## config.mk

```make
export PLATFORM = sky130hd
export DESIGN_NAME = ordered_array_list_engine_core
export DESIGN_NICKNAME = d
export VERILOG_FILES = /design/src/design/oal_pkg.sv /design/src/design/oal_ctrl.sv /design/src/design/oal_datapath.sv /design/src/design/ordered_array_list_engine_core.sv
export SDC_FILE = /design/constraint.sdc
export NUM_CORES = 1
export LEC_CHECK = 0
export BUFFER_PORTS_ARGS = -buffer_cell sky130_fd_sc_hd__buf_2
export CORE_MARGIN = 2
export CORE_UTILIZATION = 34
export DETAILED_ROUTE_END_ITERATION = 16
export PLACE_DENSITY = 0.59
export SKIP_CTS_REPAIR_TIMING = 1
export SYNTH_ARGS = -nofsm -noshare
export SYNTH_HDL_FRONTEND = slang
export SYNTH_HIERARCHICAL = 1
export SYNTH_SLANG_ARGS = --single-unit
```

## constraint.sdc

```tcl
create_clock -name clk -period 10.07 [get_ports clk]
set_input_delay 1.007 -clock clk [delete_from_list [all_inputs] [get_ports clk]]
set_output_delay 1.007 -clock clk [all_outputs]
set_load 0.01 [all_outputs]
```

## src/design/oal_pkg.sv

```systemverilog
package oal_pkg;

  // list geometry
  localparam int DEPTH   = 16;
  localparam int ENTRY_W = 32;
  localparam int POS_W   = 5;
  localparam int CNT_W   = $clog2(DEPTH + 1);
  localparam int IDX_W   = $clog2(DEPTH);
  localparam int CMP_W   = (CNT_W > POS_W) ? CNT_W : POS_W;

  // operation codes
  localparam logic [2:0] OP_INSERT   = 3'd0;
  localparam logic [2:0] OP_APPEND   = 3'd1;
  localparam logic [2:0] OP_DEL_POS  = 3'd2;
  localparam logic [2:0] OP_DEL_VAL  = 3'd3;
  localparam logic [2:0] OP_FIND_MAX = 3'd4;

  // status codes
  localparam logic [2:0] ST_OK       = 3'd0;
  localparam logic [2:0] ST_FULL     = 3'd1;
  localparam logic [2:0] ST_BADPOS   = 3'd2;
  localparam logic [2:0] ST_NOTFOUND = 3'd3;
  localparam logic [2:0] ST_EMPTY    = 3'd4;

  typedef struct packed {
    logic [2:0]                op;
    logic [POS_W-1:0]          position;
    logic signed [ENTRY_W-1:0] operand_value;
  } in_item_t;

  typedef struct packed {
    logic [2:0]                status;
    logic [POS_W-1:0]          entry_count;
    logic signed [ENTRY_W-1:0] max_value;
    logic signed [ENTRY_W-1:0] removed_value;
  } out_item_t;

  // controller to datapath
  typedef struct packed {
    logic load;
    logic step;
    logic commit;
  } dp_cmd_t;

  // datapath to controller
  typedef struct packed {
    logic need_scan;
    logic scan_done;
  } dp_sts_t;

endpackage

```

## src/design/oal_ctrl.sv

```systemverilog
module oal_ctrl
  import oal_pkg::*;
(
  input  logic    clk,
  input  logic    rst_n,
  input  logic    in_valid,
  output logic    in_stall,
  output logic    out_valid,
  input  logic    out_stall,
  input  dp_sts_t sts,
  output dp_cmd_t cmd
);

  typedef enum logic [2:0] {
    S_IDLE = 3'b001,
    S_SCAN = 3'b010,
    S_EXEC = 3'b100
  } state_t;

  state_t state_r, state_nxt;
  logic   out_valid_r, out_valid_nxt;
  logic   commit;

  assign in_stall  = (state_r != S_IDLE);
  assign out_valid = out_valid_r;

  // execute only once the output register is free or being emptied
  assign commit = (state_r == S_EXEC) && (!out_valid_r || !out_stall);

  always_comb begin
    cmd.load   = (state_r == S_IDLE) && in_valid;
    cmd.step   = (state_r == S_SCAN);
    cmd.commit = commit;
  end

  // next state
  always_comb begin
    state_nxt = state_r;
    case (state_r)
      S_IDLE: begin
        if (in_valid) begin
          state_nxt = sts.need_scan ? S_SCAN : S_EXEC;
        end
      end
      S_SCAN: begin
        if (sts.scan_done) begin
          state_nxt = S_EXEC;
        end
      end
      S_EXEC: begin
        if (commit) begin
          state_nxt = S_IDLE;
        end
      end
      default: state_nxt = S_IDLE;
    endcase
  end

  // output beat valid
  always_comb begin
    out_valid_nxt = out_valid_r;
    if (commit) begin
      out_valid_nxt = 1'b1;
    end else if (!out_stall) begin
      out_valid_nxt = 1'b0;
    end
  end

  always_ff @(posedge clk) begin
    if (!rst_n) begin
      state_r     <= S_IDLE;
      out_valid_r <= 1'b0;
    end else begin
      state_r     <= state_nxt;
      out_valid_r <= out_valid_nxt;
    end
  end

endmodule

```

## src/design/oal_datapath.sv

```systemverilog
module oal_datapath
  import oal_pkg::*;
(
  input  logic      clk,
  input  logic      rst_n,
  input  in_item_t  in_data,
  input  dp_cmd_t   cmd,
  output dp_sts_t   sts,
  output out_item_t out_data
);

  logic signed [ENTRY_W-1:0] entries_r [DEPTH];
  logic [CNT_W-1:0]          count_r, count_nxt;
  in_item_t                  item_r;
  logic [IDX_W-1:0]          scan_idx_r;
  logic signed [ENTRY_W-1:0] max_r;
  out_item_t                 out_r, out_nxt;

  logic signed [ENTRY_W-1:0] cur;
  logic                      hit, last;
  logic [CMP_W-1:0]          cnt_ext, pos_ext, in_pos_ext;
  logic                      full, empty;
  logic                      do_ins, do_del;
  logic [IDX_W-1:0]          ins_idx;

  assign cnt_ext    = CMP_W'(count_r);
  assign pos_ext    = CMP_W'(item_r.position);
  assign in_pos_ext = CMP_W'(in_data.position);
  assign full       = (count_r == CNT_W'(DEPTH));
  assign empty      = (count_r == '0);

  // single read port of the cells, addressed by the scan pointer
  assign cur  = entries_r[scan_idx_r];
  assign hit  = (item_r.op == OP_DEL_VAL) && (cur == item_r.operand_value);
  assign last = ((CMP_W'(scan_idx_r) + CMP_W'(1)) == cnt_ext);

  always_comb begin
    sts.need_scan = ((in_data.op == OP_DEL_VAL) || (in_data.op == OP_FIND_MAX)) && !empty;
    sts.scan_done = hit || last;
  end

  // item capture and scan over the held entries
  always_ff @(posedge clk) begin
    if (cmd.load) begin
      item_r <= in_data;
      max_r  <= entries_r[0];
      if (in_data.op == OP_DEL_POS) begin
        scan_idx_r <= in_pos_ext[IDX_W-1:0];
      end else begin
        scan_idx_r <= '0;
      end
    end else if (cmd.step) begin
      if ((item_r.op == OP_FIND_MAX) && (cur > max_r)) begin
        max_r <= cur;
      end
      if (!(hit || last)) begin
        scan_idx_r <= scan_idx_r + IDX_W'(1);
      end
    end
  end

  // operation decode and result
  always_comb begin
    do_ins    = 1'b0;
    do_del    = 1'b0;
    ins_idx   = pos_ext[IDX_W-1:0];
    count_nxt = count_r;
    out_nxt.status        = ST_OK;
    out_nxt.max_value     = '0;
    out_nxt.removed_value = '0;
    case (item_r.op)
      OP_INSERT: begin
        if (full) begin
          out_nxt.status = ST_FULL;
        end else if (pos_ext > cnt_ext) begin
          out_nxt.status = ST_BADPOS;
        end else begin
          do_ins = 1'b1;
        end
      end
      OP_APPEND: begin
        ins_idx = cnt_ext[IDX_W-1:0];
        if (full) begin
          out_nxt.status = ST_FULL;
        end else begin
          do_ins = 1'b1;
        end
      end
      OP_DEL_POS: begin
        if (empty) begin
          out_nxt.status = ST_EMPTY;
        end else if (pos_ext >= cnt_ext) begin
          out_nxt.status = ST_BADPOS;
        end else begin
          do_del = 1'b1;
          out_nxt.removed_value = cur;
        end
      end
      OP_DEL_VAL: begin
        if (empty) begin
          out_nxt.status = ST_EMPTY;
        end else if (cur != item_r.operand_value) begin
          out_nxt.status = ST_NOTFOUND;
        end else begin
          do_del = 1'b1;
          out_nxt.removed_value = cur;
        end
      end
      OP_FIND_MAX: begin
        if (empty) begin
          out_nxt.status = ST_EMPTY;
        end else begin
          out_nxt.max_value = max_r;
        end
      end
      default: ;
    endcase
    if (do_ins) begin
      count_nxt = count_r + CNT_W'(1);
    end else if (do_del) begin
      count_nxt = count_r - CNT_W'(1);
    end
    out_nxt.entry_count = count_nxt[POS_W-1:0];
  end

  // per-cell shift: insert opens a slot, delete closes one
  for (genvar g = 0; g < DEPTH; g++) begin : g_cell
    logic signed [ENTRY_W-1:0] below, above;
    if (g == 0) begin : g_first
      assign below = '0;
    end else begin : g_mid
      assign below = entries_r[g-1];
    end
    if (g == DEPTH - 1) begin : g_top
      assign above = entries_r[g];
    end else begin : g_low
      assign above = entries_r[g+1];
    end
    always_ff @(posedge clk) begin
      if (cmd.commit) begin
        if (do_ins) begin
          if (IDX_W'(g) == ins_idx) begin
            entries_r[g] <= item_r.operand_value;
          end else if (IDX_W'(g) > ins_idx) begin
            entries_r[g] <= below;
          end
        end else if (do_del && (IDX_W'(g) >= scan_idx_r)) begin
          entries_r[g] <= above;
        end
      end
    end
  end

  // entry count
  always_ff @(posedge clk) begin
    if (!rst_n) begin
      count_r <= '0;
    end else if (cmd.commit) begin
      count_r <= count_nxt;
    end
  end

  // output register
  always_ff @(posedge clk) begin
    if (cmd.commit) begin
      out_r <= out_nxt;
    end
  end

  assign out_data = out_r;

endmodule

```

## src/design/ordered_array_list_engine_core.sv

```systemverilog
// Ordered list engine holding up to DEPTH signed 32-bit entries in register
// cells plus an entry count. Each input beat carries one operation and gives
// exactly one result beat. Insert, append and delete at a position capture
// the beat, then shift all cells in parallel and load the result register.
// Delete by value and find max capture the beat, then walk the cells through
// one read port, one entry a cycle, visiting up to the count of entries
// (delete by value stops at the first equal entry), before they load the
// result register. A new beat is taken while a finished result still waits
// in the output register; the next operation then holds in its execute step
// until that result is taken. Entries above the count hold stale data and
// are never reported.
module ordered_array_list_engine_core
  import oal_pkg::*;
(
  input  logic      clk,
  input  logic      rst_n,
  input  logic      in_valid,
  output logic      in_stall,
  input  in_item_t  in_data,
  output logic      out_valid,
  input  logic      out_stall,
  output out_item_t out_data
);

  dp_cmd_t cmd;
  dp_sts_t sts;

  oal_ctrl u_ctrl (
    .clk       (clk),
    .rst_n     (rst_n),
    .in_valid  (in_valid),
    .in_stall  (in_stall),
    .out_valid (out_valid),
    .out_stall (out_stall),
    .sts       (sts),
    .cmd       (cmd)
  );

  oal_datapath u_dp (
    .clk      (clk),
    .rst_n    (rst_n),
    .in_data  (in_data),
    .cmd      (cmd),
    .sts      (sts),
    .out_data (out_data)
  );

  // one operation in flight: an accepted beat blocks the input next cycle
  a_one_in_flight: assert property (@(posedge clk) disable iff (!rst_n)
    (in_valid && !in_stall) |=> in_stall)
    else $error("input taken while an operation is in flight");

  // failed operations report no maximum and no removed entry
  a_fail_zero: assert property (@(posedge clk) disable iff (!rst_n)
    (out_valid && (out_data.status != ST_OK)) |->
      ((out_data.max_value == '0) && (out_data.removed_value == '0)))
    else $error("failed operation reports a value");

  // empty status only with no entries held
  a_empty_count: assert property (@(posedge clk) disable iff (!rst_n)
    (out_valid && (out_data.status == ST_EMPTY)) |-> (out_data.entry_count == '0))
    else $error("empty status with entries held");

  // full status only with every cell in use
  a_full_count: assert property (@(posedge clk) disable iff (!rst_n)
    (out_valid && (out_data.status == ST_FULL)) |->
      (out_data.entry_count == POS_W'(DEPTH)))
    else $error("full status below depth");

endmodule
```

After elaboration in Yosys (flattened, before gate mapping)
Memories as Yosys holds them, arrays and structs flattened. A register that Yosys moved wholly into a read port is not among the register bits.
Index checks and enable logic that the tools add are counted.
{"block": "word_totals", "ff_bits": 157, "ram_bits": 512, "inputBits": 44, "out_inout_bits": 74, "wordCells": 437, "mem_count": 1}
{"block": "op_classes", "n_addsub": 4, "order_cmp": 35, "n_eq_ne": 35, "n_mux": 281, "bitwise_logic": 33, "n_reduce_logical": 36}
{"name": "u_dp.entries_r", "words": 16, "width": 32, "read_ports": 17, "rd_ports_with_merged_regs": 1, "wr": 16, "line_no": "oal_datapath.sv:12", "text": "logic signed [ENTRY_W-1:0] entries_r [DEPTH];"}
{"cell": "2-to-1 mux 32 bit", "count": 39}
{"cell": "2-to-1 mux 1 bit", "count": 218}
{"cell": "one-hot mux 32 bit (2 select lines)", "count": 1}
{"cell": "equality test 32 bit", "count": 1}
{"cell": "equality test 4 bit, first input constant", "count": 8}
{"cell": "greater-or-equal comparator 4 bit, first input constant", "count": 8}
{"cell": "greater-than comparator 32 bit", "count": 1}
{"cell": "greater-than comparator 4 bit, first input constant", "count": 8}
{"cell": "inequality test 32 bit", "count": 1}
{"cell": "OR 1 bit", "count": 32}
{"cell": "2-to-1 mux 3 bit", "count": 8}
{"cell": "2-to-1 mux 4 bit", "count": 6}
{"cell": "logical AND 1 bit", "count": 21}
{"cell": "equality test 3 x 4 -> 1 bit, first input constant", "count": 4}
{"cell": "greater-or-equal comparator 3 x 4 -> 1 bit, first input constant", "count": 4}
{"cell": "greater-than comparator 3 x 4 -> 1 bit, first input constant", "count": 4}
{"cell": "equality test 3 x 2 -> 1 bit, second input constant", "count": 5}
{"cell": "one-hot mux 3 bit (5 select lines)", "count": 1}
{"cell": "2-to-1 mux 5 bit", "count": 2}
{"cell": "equality test 3 bit, second input constant", "count": 3}
{"cell": "one-hot mux 3 bit (3 select lines)", "count": 1}
{"cell": "equality test 2 x 4 -> 1 bit, first input constant", "count": 2}
{"cell": "greater-or-equal comparator 1 x 4 -> 1 bit, first input constant", "count": 2}
{"cell": "greater-or-equal comparator 2 x 4 -> 1 bit, first input constant", "count": 2}
{"cell": "27 further kinds", "count": 42}

Depth between registers and ports, before layout
Gate-level depths: netlist of run 1.
{"block": "logic_depth", "ltp_word": 10, "depth_mapped": 21, "depth_no_buf": 16}

Hierarchy
The synthesis of run 1 kept the hierarchy.
{"module": "oal_datapath", "n_inst": 1, "cells_each": 2924, "area_each_um2": 40403.8, "seq_area_each_um2": 19999.2}
{"module": "oal_ctrl", "n_inst": 1, "cells_each": 28, "area_each_um2": 240.2, "seq_area_each_um2": 80.1}

Least setup slack after synthesis of run 1
Ideal clock, no wire load.
{"block": "synth_path", "kind": "input-to-reg", "startpoint": "input out_stall", "endpoint": "memory u_dp.entries_r[2][0] (enable)", "setup_time_ps": 466, "arrival_ps": 5967, "t_required_ps": 9604, "setup_slack_ps": 3637, "stages": 8, "n_path_buf": 3, "path_cell_list": "a21oi_1 -> buf_4 -> clkbuf_1 -> nand3_1 -> inv_1 -> nand3_1 -> clkbuf_1 -> o21ai_0"}
{"item": "start, declared", "line_no": "ordered_array_list_engine_core.sv:21", "text": "input logic out_stall,"}
{"item": "end, declared", "line_no": "oal_datapath.sv:12"}

==> results by group, run 1 <==
STA
  – FMAX: 131 MHz
  – Slew margin rel.: 17.8%
  – Fin Setup TNS: 0 ps
  – Worst-margin pin slew: 1230 ps
  – Setup violators final: 0
  – RSZ-0062 raised after global routing: false
  – Crit path time final: 7620 ps
  – Period Utilization, post-route: 75.7%
  – Setup Skew: 36.7 ps
  – Final hold vios: 0
  – Final Max Slew Viols: 0

Min path
  – Worst hold stages: 1
  – Worst Hold Class: input pin to flip-flop
  – WHS Endpoint: u_dp/item_r[8]
  – Hold Crit Start: in_data[8]

CTS
  – Clock slew at reported path FFs: 60 ps
  – Clock root cell: clkbuf_16
  – # clock sinks: 673
  – H-tree Lvls: 3
  – CTS Buffer Depth: 3
  – CTS buffer count: 82
  – CTS tree: built
  – Clk_lat worst skew: 680 ps

Logic synthesis
  – Most numerous cell in the Yosys netlist: mux2_2
  – Cell area after synthesis: 40,600 um2
  – Synth cell types: 79
  – Warnings from Yosys: 6
  – Register bit count reported by yosys: 673
  – Async SR Flop Fraction: 0%
  – Share of the synthesized area in the top cell type: 48.8%
  – Top cells by count, synth: mux2_2, edfxtp_1, clkbuf_1, nand2_1, mux2i_1
  – Largest cells by area after synthesis: edfxtp_1, mux2_2, mux4_2
  – Main synth FF type: edfxtp_1
  – Synth Net Count: 3,038
  – Syn avg cell area: 13.8 um2
  – Synthesized instance count: 2,952
  – Post-synth EDFFs: 660
  – Sequential share of the synthesized area: 49.4%
  – Synth area leader: edfxtp_1

Power
  – Total Power: 9.18 mW
  – Clock power frac: 31.5%
  – Reg power frac: 37.8%
  – Internal Power: 6.10 mW
  – P per Cell Area: 201 nW/um2
  – Logic pwr share: 30.8%
  – Sw power: 3.08 mW
  – Switching Fraction: 33.6%
  – Peak VDD IR: 151 uV
  – Leakage: 15.7 nW

Status
  – Status: completed

Worst setup path
  – Slowest stage delay, CP: 970 ps
  – Worst r2r path cells: 12
  – CP top delay family: simple AND/OR/NAND/NOR gates
  – Reg2Reg Setup Slack: 2450 ps
  – Worst Path Buf+Inv: 3
  – Most frequent CP cell: buf_4
  – Crit. End Element: flip-flop
  – Setup CP Type: flip-flop to flip-flop
  – Worst-path cell chain: buf_12, nor2b_1, a22oi_1, nand2_1, xnor2_1, a2111o_1, nor4_4, nand4_1, a211oi_4, buf_4, or2_2, buf_4
  – Critical Path AT: 7930 ps
  – R2r endpoint: u_dp/entries_r[4][3]
  – Worst Setup Start Kind: flip-flop
  – CP max FO: 90
  – Master of the slowest instance on the critical path: nor2b_1
  – WP data required: 10,380 ps

Layout
  – Area growth syn-to-layout: 12.5%
  – Diode count: 0
  – Share of layout cells above drive strength 1: 47.9%
  – Final Non-Filler Cells: 4,605
  – Layout Nets: 3,094

Route
  – Final ANT Viol Nets: 0
  – Routed wire length: 144,000 um
  – First-pass iteration count of the detailed router: 5
  – DR iter-0 viols: 3,142
  – Via density: 5.91
  – DRC: 0
  – Avg WL per Cell: 31.3 um
  – Vias: 27,200

Global route
  – First-pass GRT wire length: 204,000 um
  – Largest net degree at the start of global routing: 114
  – Tot GR Track Use: 23.2%
  – Vias in the first global route: 26,800
  – Initial antenna violation count: 2
  – Grt total ovfl: 0

Floorplan
  – # rows: 126
  – Die height: 350 um
  – I/O pin cnt: 118
  – Initial Util: 34.4%
  – Die area: 122,000 um2
  – Die W: 350 um
  – Core region area: 118,000 um2

Flow run
  – Max-cap violations: 0

Placement
  – Port Buf Inserts: 117
  – Gpl congestion: 0.925
  – Post-DP HPWL: 92,100 um
  – Dpl cells: 4,460
[power by group through the flow]
stage                     combinational [mW]  sequential, mW  clock, mW
final                                   2.83            3.47       2.89
after CTS                               2.78            3.47       2.94
after floorplan                         1.99            3.37          0
after detailed placement                2.77            3.53          0
after global routing                    3.01            3.48       3.05
after global placement                  2.73            3.53          0
[cell usage in the layout, fill, tap and decap left out, types with 29 or more instances in the layout]
cell type and instances:
mux2_2 963, edfxtp_1 660, buf_2 118, mux2i_1 112, nand2_1 109, buf_4 87, mux4_2 86, clkbuf_16 83
nor2_1 76, inv_1 76, o21ai_0 72, nor3_1 55, ha_1 42, xnor2_1 34, mux2_4 29
[worst max path at each step]
stage	from	end	slack, ps	depth (start not counted)
after floorplan	out_stall	u_dp/entries_r[2][0]	3640	8
after global placement	flip-flop	u_dp/entries_r[4][11]	2710	12
after detailed placement	flip-flop	u_dp/entries_r[4][6]	2670	12
after CTS	flip-flop	u_dp/entries_r[4][3]	2630	12
after global routing	flip-flop	u_dp/entries_r[4][3]	2430	12
final	flip-flop	u_dp/entries_r[4][3]	2450	12
[kinds of logic (layout without fill, tap and decap cells)]
kind of cell / after synthesis / in the layout / share of synthesized area (%)
compound gates: 259 / 259 / 4.31
xor+xnor: 57 / 57 / 1.23
fa+ha+maj: 42 / 42 / 1.29
buf+inv: 316 / 433 / 3.22
flops: 673 / 673 / 49.4
mux: 1201 / 1201 / 35.6
simple gates: 404 / 404 / 4.96
[layer usage]
metal / up-vias / global-route usage, % / routed length [um]
met5: - / 0 / 0
li1: 11500 / - / -
met1: 14100 / 32.8 / 62200
met2: 1357 / 35.8 / 64100
met4: 0 / 6.84 / 4460
met3: 245 / 4.75 / 13500
[layout make-up]
class                      count  area [um2]
tap                         1536        1920
clock buffer                 101        2140
sequential                   673       20100
clock inverter                44         414
inverter                      80         300
fill                       11200       72500
timing repair buffer         208        1300
multi-input combinational   1963       19600
[sequential cells by signal, indices dropped and copies added (netlist names), named ones only]
signal            cells
u_dp/out_data        72
u_dp/max_r           32
u_ctrl/out_valid      1
u_dp/scan_idx_r       4
u_dp/entries_r      512
u_dp/cnt_ext          5
u_dp/pos_ext          5
u_ctrl/state_r        3
u_dp/item_r          35
[through the flow]
stage | cell area (um2) | utilization (%) | worst slack [ps] | hold WS [ps]
floorplan | 40600 | - | 3640 | 499
global placement | 43200 | 36.5 | 2710 | 499
detailed placement | 43200 | 36.5 | 2670 | 514
CTS | 45700 | 38.7 | 2630 | 469
global route | 45700 | 38.7 | 2430 | 474
finish | 45700 | 38.7 | 2450 | 506
Note: power is estimated with default switching activity, not from simulation.
==> run 2, diff against run 1 <==
- clock period: 10.07 -> 7.2 ns (I/O delays scaled with it)
==> run 2 against run 1 <==
Effect of this change: non-clock buffer count grew 29; sequential cell count stayed put; final area rose by 0.76%; die area is the same; first-iteration DRC count rose by 1.7%; clock-buffer cell count grew 1; global-route usage decreased by 0.11 points; critical endpoint is now u_dp/entries_r[14][20]; register-to-register slack got worse by 1500 ps; core utilization increased by 0.29 points; critical path depth shrank 1; combinational power rose by 48%; setup slack got worse by 1500 ps.
==> results by group, run 2 (same netlist as run 1, synthesis figures left out) <==
Status
  – Status: completed

Global route
  – Initial antenna violation count: 4
  – Tot GR Track Use: 23.1%
  – First-pass GRT wire length: 203,000 um
  – Vias in the first global route: 26,800
  – Grt total ovfl: 0
  – Largest net degree at the start of global routing: 72

Route
  – DR iter-0 viols: 3,194
  – Vias: 27,400
  – Avg WL per Cell: 30.9 um
  – Final ANT Viol Nets: 0
  – Via density: 5.91
  – Top sig layer: met4
  – First-pass iteration count of the detailed router: 6
  – Routed wl met2: 64,400 um
  – WL met3: 13,200 um
  – DRC: 0
  – DRT met1 WL: 60,600 um
  – Routed wire length: 143,000 um

Power
  – P per Cell Area: 284 nW/um2
  – Peak VDD IR: 227 uV
  – Leakage: 15.9 nW

CTS
  – CTS buffer count: 80
  – Clk_lat worst skew: 680 ps
  – CTS Buffer Depth: 3
  – Clock slew at reported path FFs: 70 ps
  – # clock sinks: 673
  – H-tree Lvls: 3
  – Clock root cell: clkbuf_16
  – CTS tree: built

Layout
  – Share of layout cells above drive strength 1: 48.3%
  – Most common cell after layout, fill and taps aside: mux2_2
  – Max FFs per register: 512
  – Finished Core Util: 39.0%
  – Diode count: 0
  – Most flop-heavy register: u_dp/entries_r
  – Leading cell types in the layout, fill and taps excluded: mux2_2, edfxtp_1, buf_2, mux2i_1, nand2_1
  – Layout Nets: 3,121
  – Filler cell count: 11,200
  – Area growth syn-to-layout: 13.4%

Worst setup path
  – CP max FO: 32
  – WP data required: 7480 ps
  – Master of the slowest instance on the critical path: dfxtp_4
  – R2r endpoint: u_dp/entries_r[14][20]
  – Setup CP Type: flip-flop to flip-flop
  – Crit. End Element: flip-flop
  – Worst Setup Start Kind: flip-flop
  – Worst r2r path cells: 11
  – Critical Path AT: 6570 ps
  – Reg2Reg Setup Slack: 910 ps
  – Slowest stage delay, CP: 740 ps
  – Worst-path cell chain: mux4_2, mux4_2, xor2_1, or4b_1, a2111o_1, nor4_4, nand4_1, buf_4, nand2_1, a21o_2, buf_4

Floorplan
  – I/O pin cnt: 118
  – Die area: 122,000 um2
  – Die W: 350 um
  – Die height: 350 um
  – # rows: 126
  – Core region area: 118,000 um2
  – Initial Util: 34.4%

Min path
  – Hold Crit Start: in_data[8]
  – Worst hold stages: 1
  – Worst Hold Class: input pin to flip-flop
  – WHS Endpoint: u_dp/item_r[8]

STA
  – Worst-margin pin slew: 1250 ps
  – Worst Hold Slack: 215 ps
  – Slew margin rel.: 16.1%
  – Crit path time final: 6290 ps
  – Fin Setup TNS: 0 ps
  – Final hold vios: 0
  – Final Max Slew Viols: 0
  – FMAX: 159 MHz
  – Setup Skew: 39.2 ps
  – Setup violators final: 0
  – RSZ-0062 raised after global routing: false
  – Period Utilization, post-route: 87.4%

Flow run
  – Max-cap violations: 0

Placement
  – Gpl congestion: 0.937
  – Post-DP HPWL: 95,200 um
  – Port Buf Inserts: 117
[run 2: area by class of cell]
class | count | area [um2] | area share, %
Sequential cell | 673 | 20100 | 43.6
Multi-Input combinational cell | 1963 | 19600 | 42.4
Clock buffer | 102 | 2130 | 4.61
Tap cell | 1536 | 1920 | 4.17
Timing Repair Buffer | 237 | 1640 | 3.55
Clock inverter | 40 | 447 | 0.969
Inverter | 80 | 300 | 0.652
[run 2: where the power goes]
group	leakage (nW)	internal (mW)	switching (mW)
combinational	8.54	1.73	2.45
sequential	6.12	4.57	0.229
clock	1.24	2.38	1.75
total	15.9	8.68	4.42
[run 2: worst max path at each step]
stage | start | to | slack [ps]
2_1_floorplan | flip-flop | u_dp/entries_r[7][0] | 830
3_3_place_gp | flip-flop | u_dp/entries_r[14][19] | 1070
3_5_place_dp | flip-flop | u_dp/entries_r[14][19] | 1020
4_1_cts | flip-flop | u_dp/entries_r[14][19] | 980
5_1_grt | flip-flop | u_dp/entries_r[14][13] | 850
6_report | flip-flop | u_dp/entries_r[14][20] | 910
[run 2: stage by stage]
stage | power, mW | cell area, um2 | worst slack [ps] | cells
floorplan | 7.50 | 40600 | 831 | 2952
finish | 13.1 | 46100 | 909 | 4631
global route | 13.6 | 46100 | 854 | 4631
global placement | 8.92 | 43500 | 1070 | 4489
CTS | 13.1 | 46100 | 976 | 4631
detailed placement | 8.95 | 43500 | 1020 | 4489
[run 2: worst max-delay path: cells and delay by family (launching register included)]
kind	cells	cell delay, ps
buffers and inverters	2	930
DFF	1	740
and+or+nand+nor	4	2050
xor gates and xnor gates	1	250
AOI/OAI and AO/OA	2	680
muxes	2	1170
[run 2: layer usage]
layer  track usage, %  up-vias
met4             7.05        0
met2             36.3     1440
met5                0        -
li1                 -    11600
met3             4.50      280
met1             32.1    14100
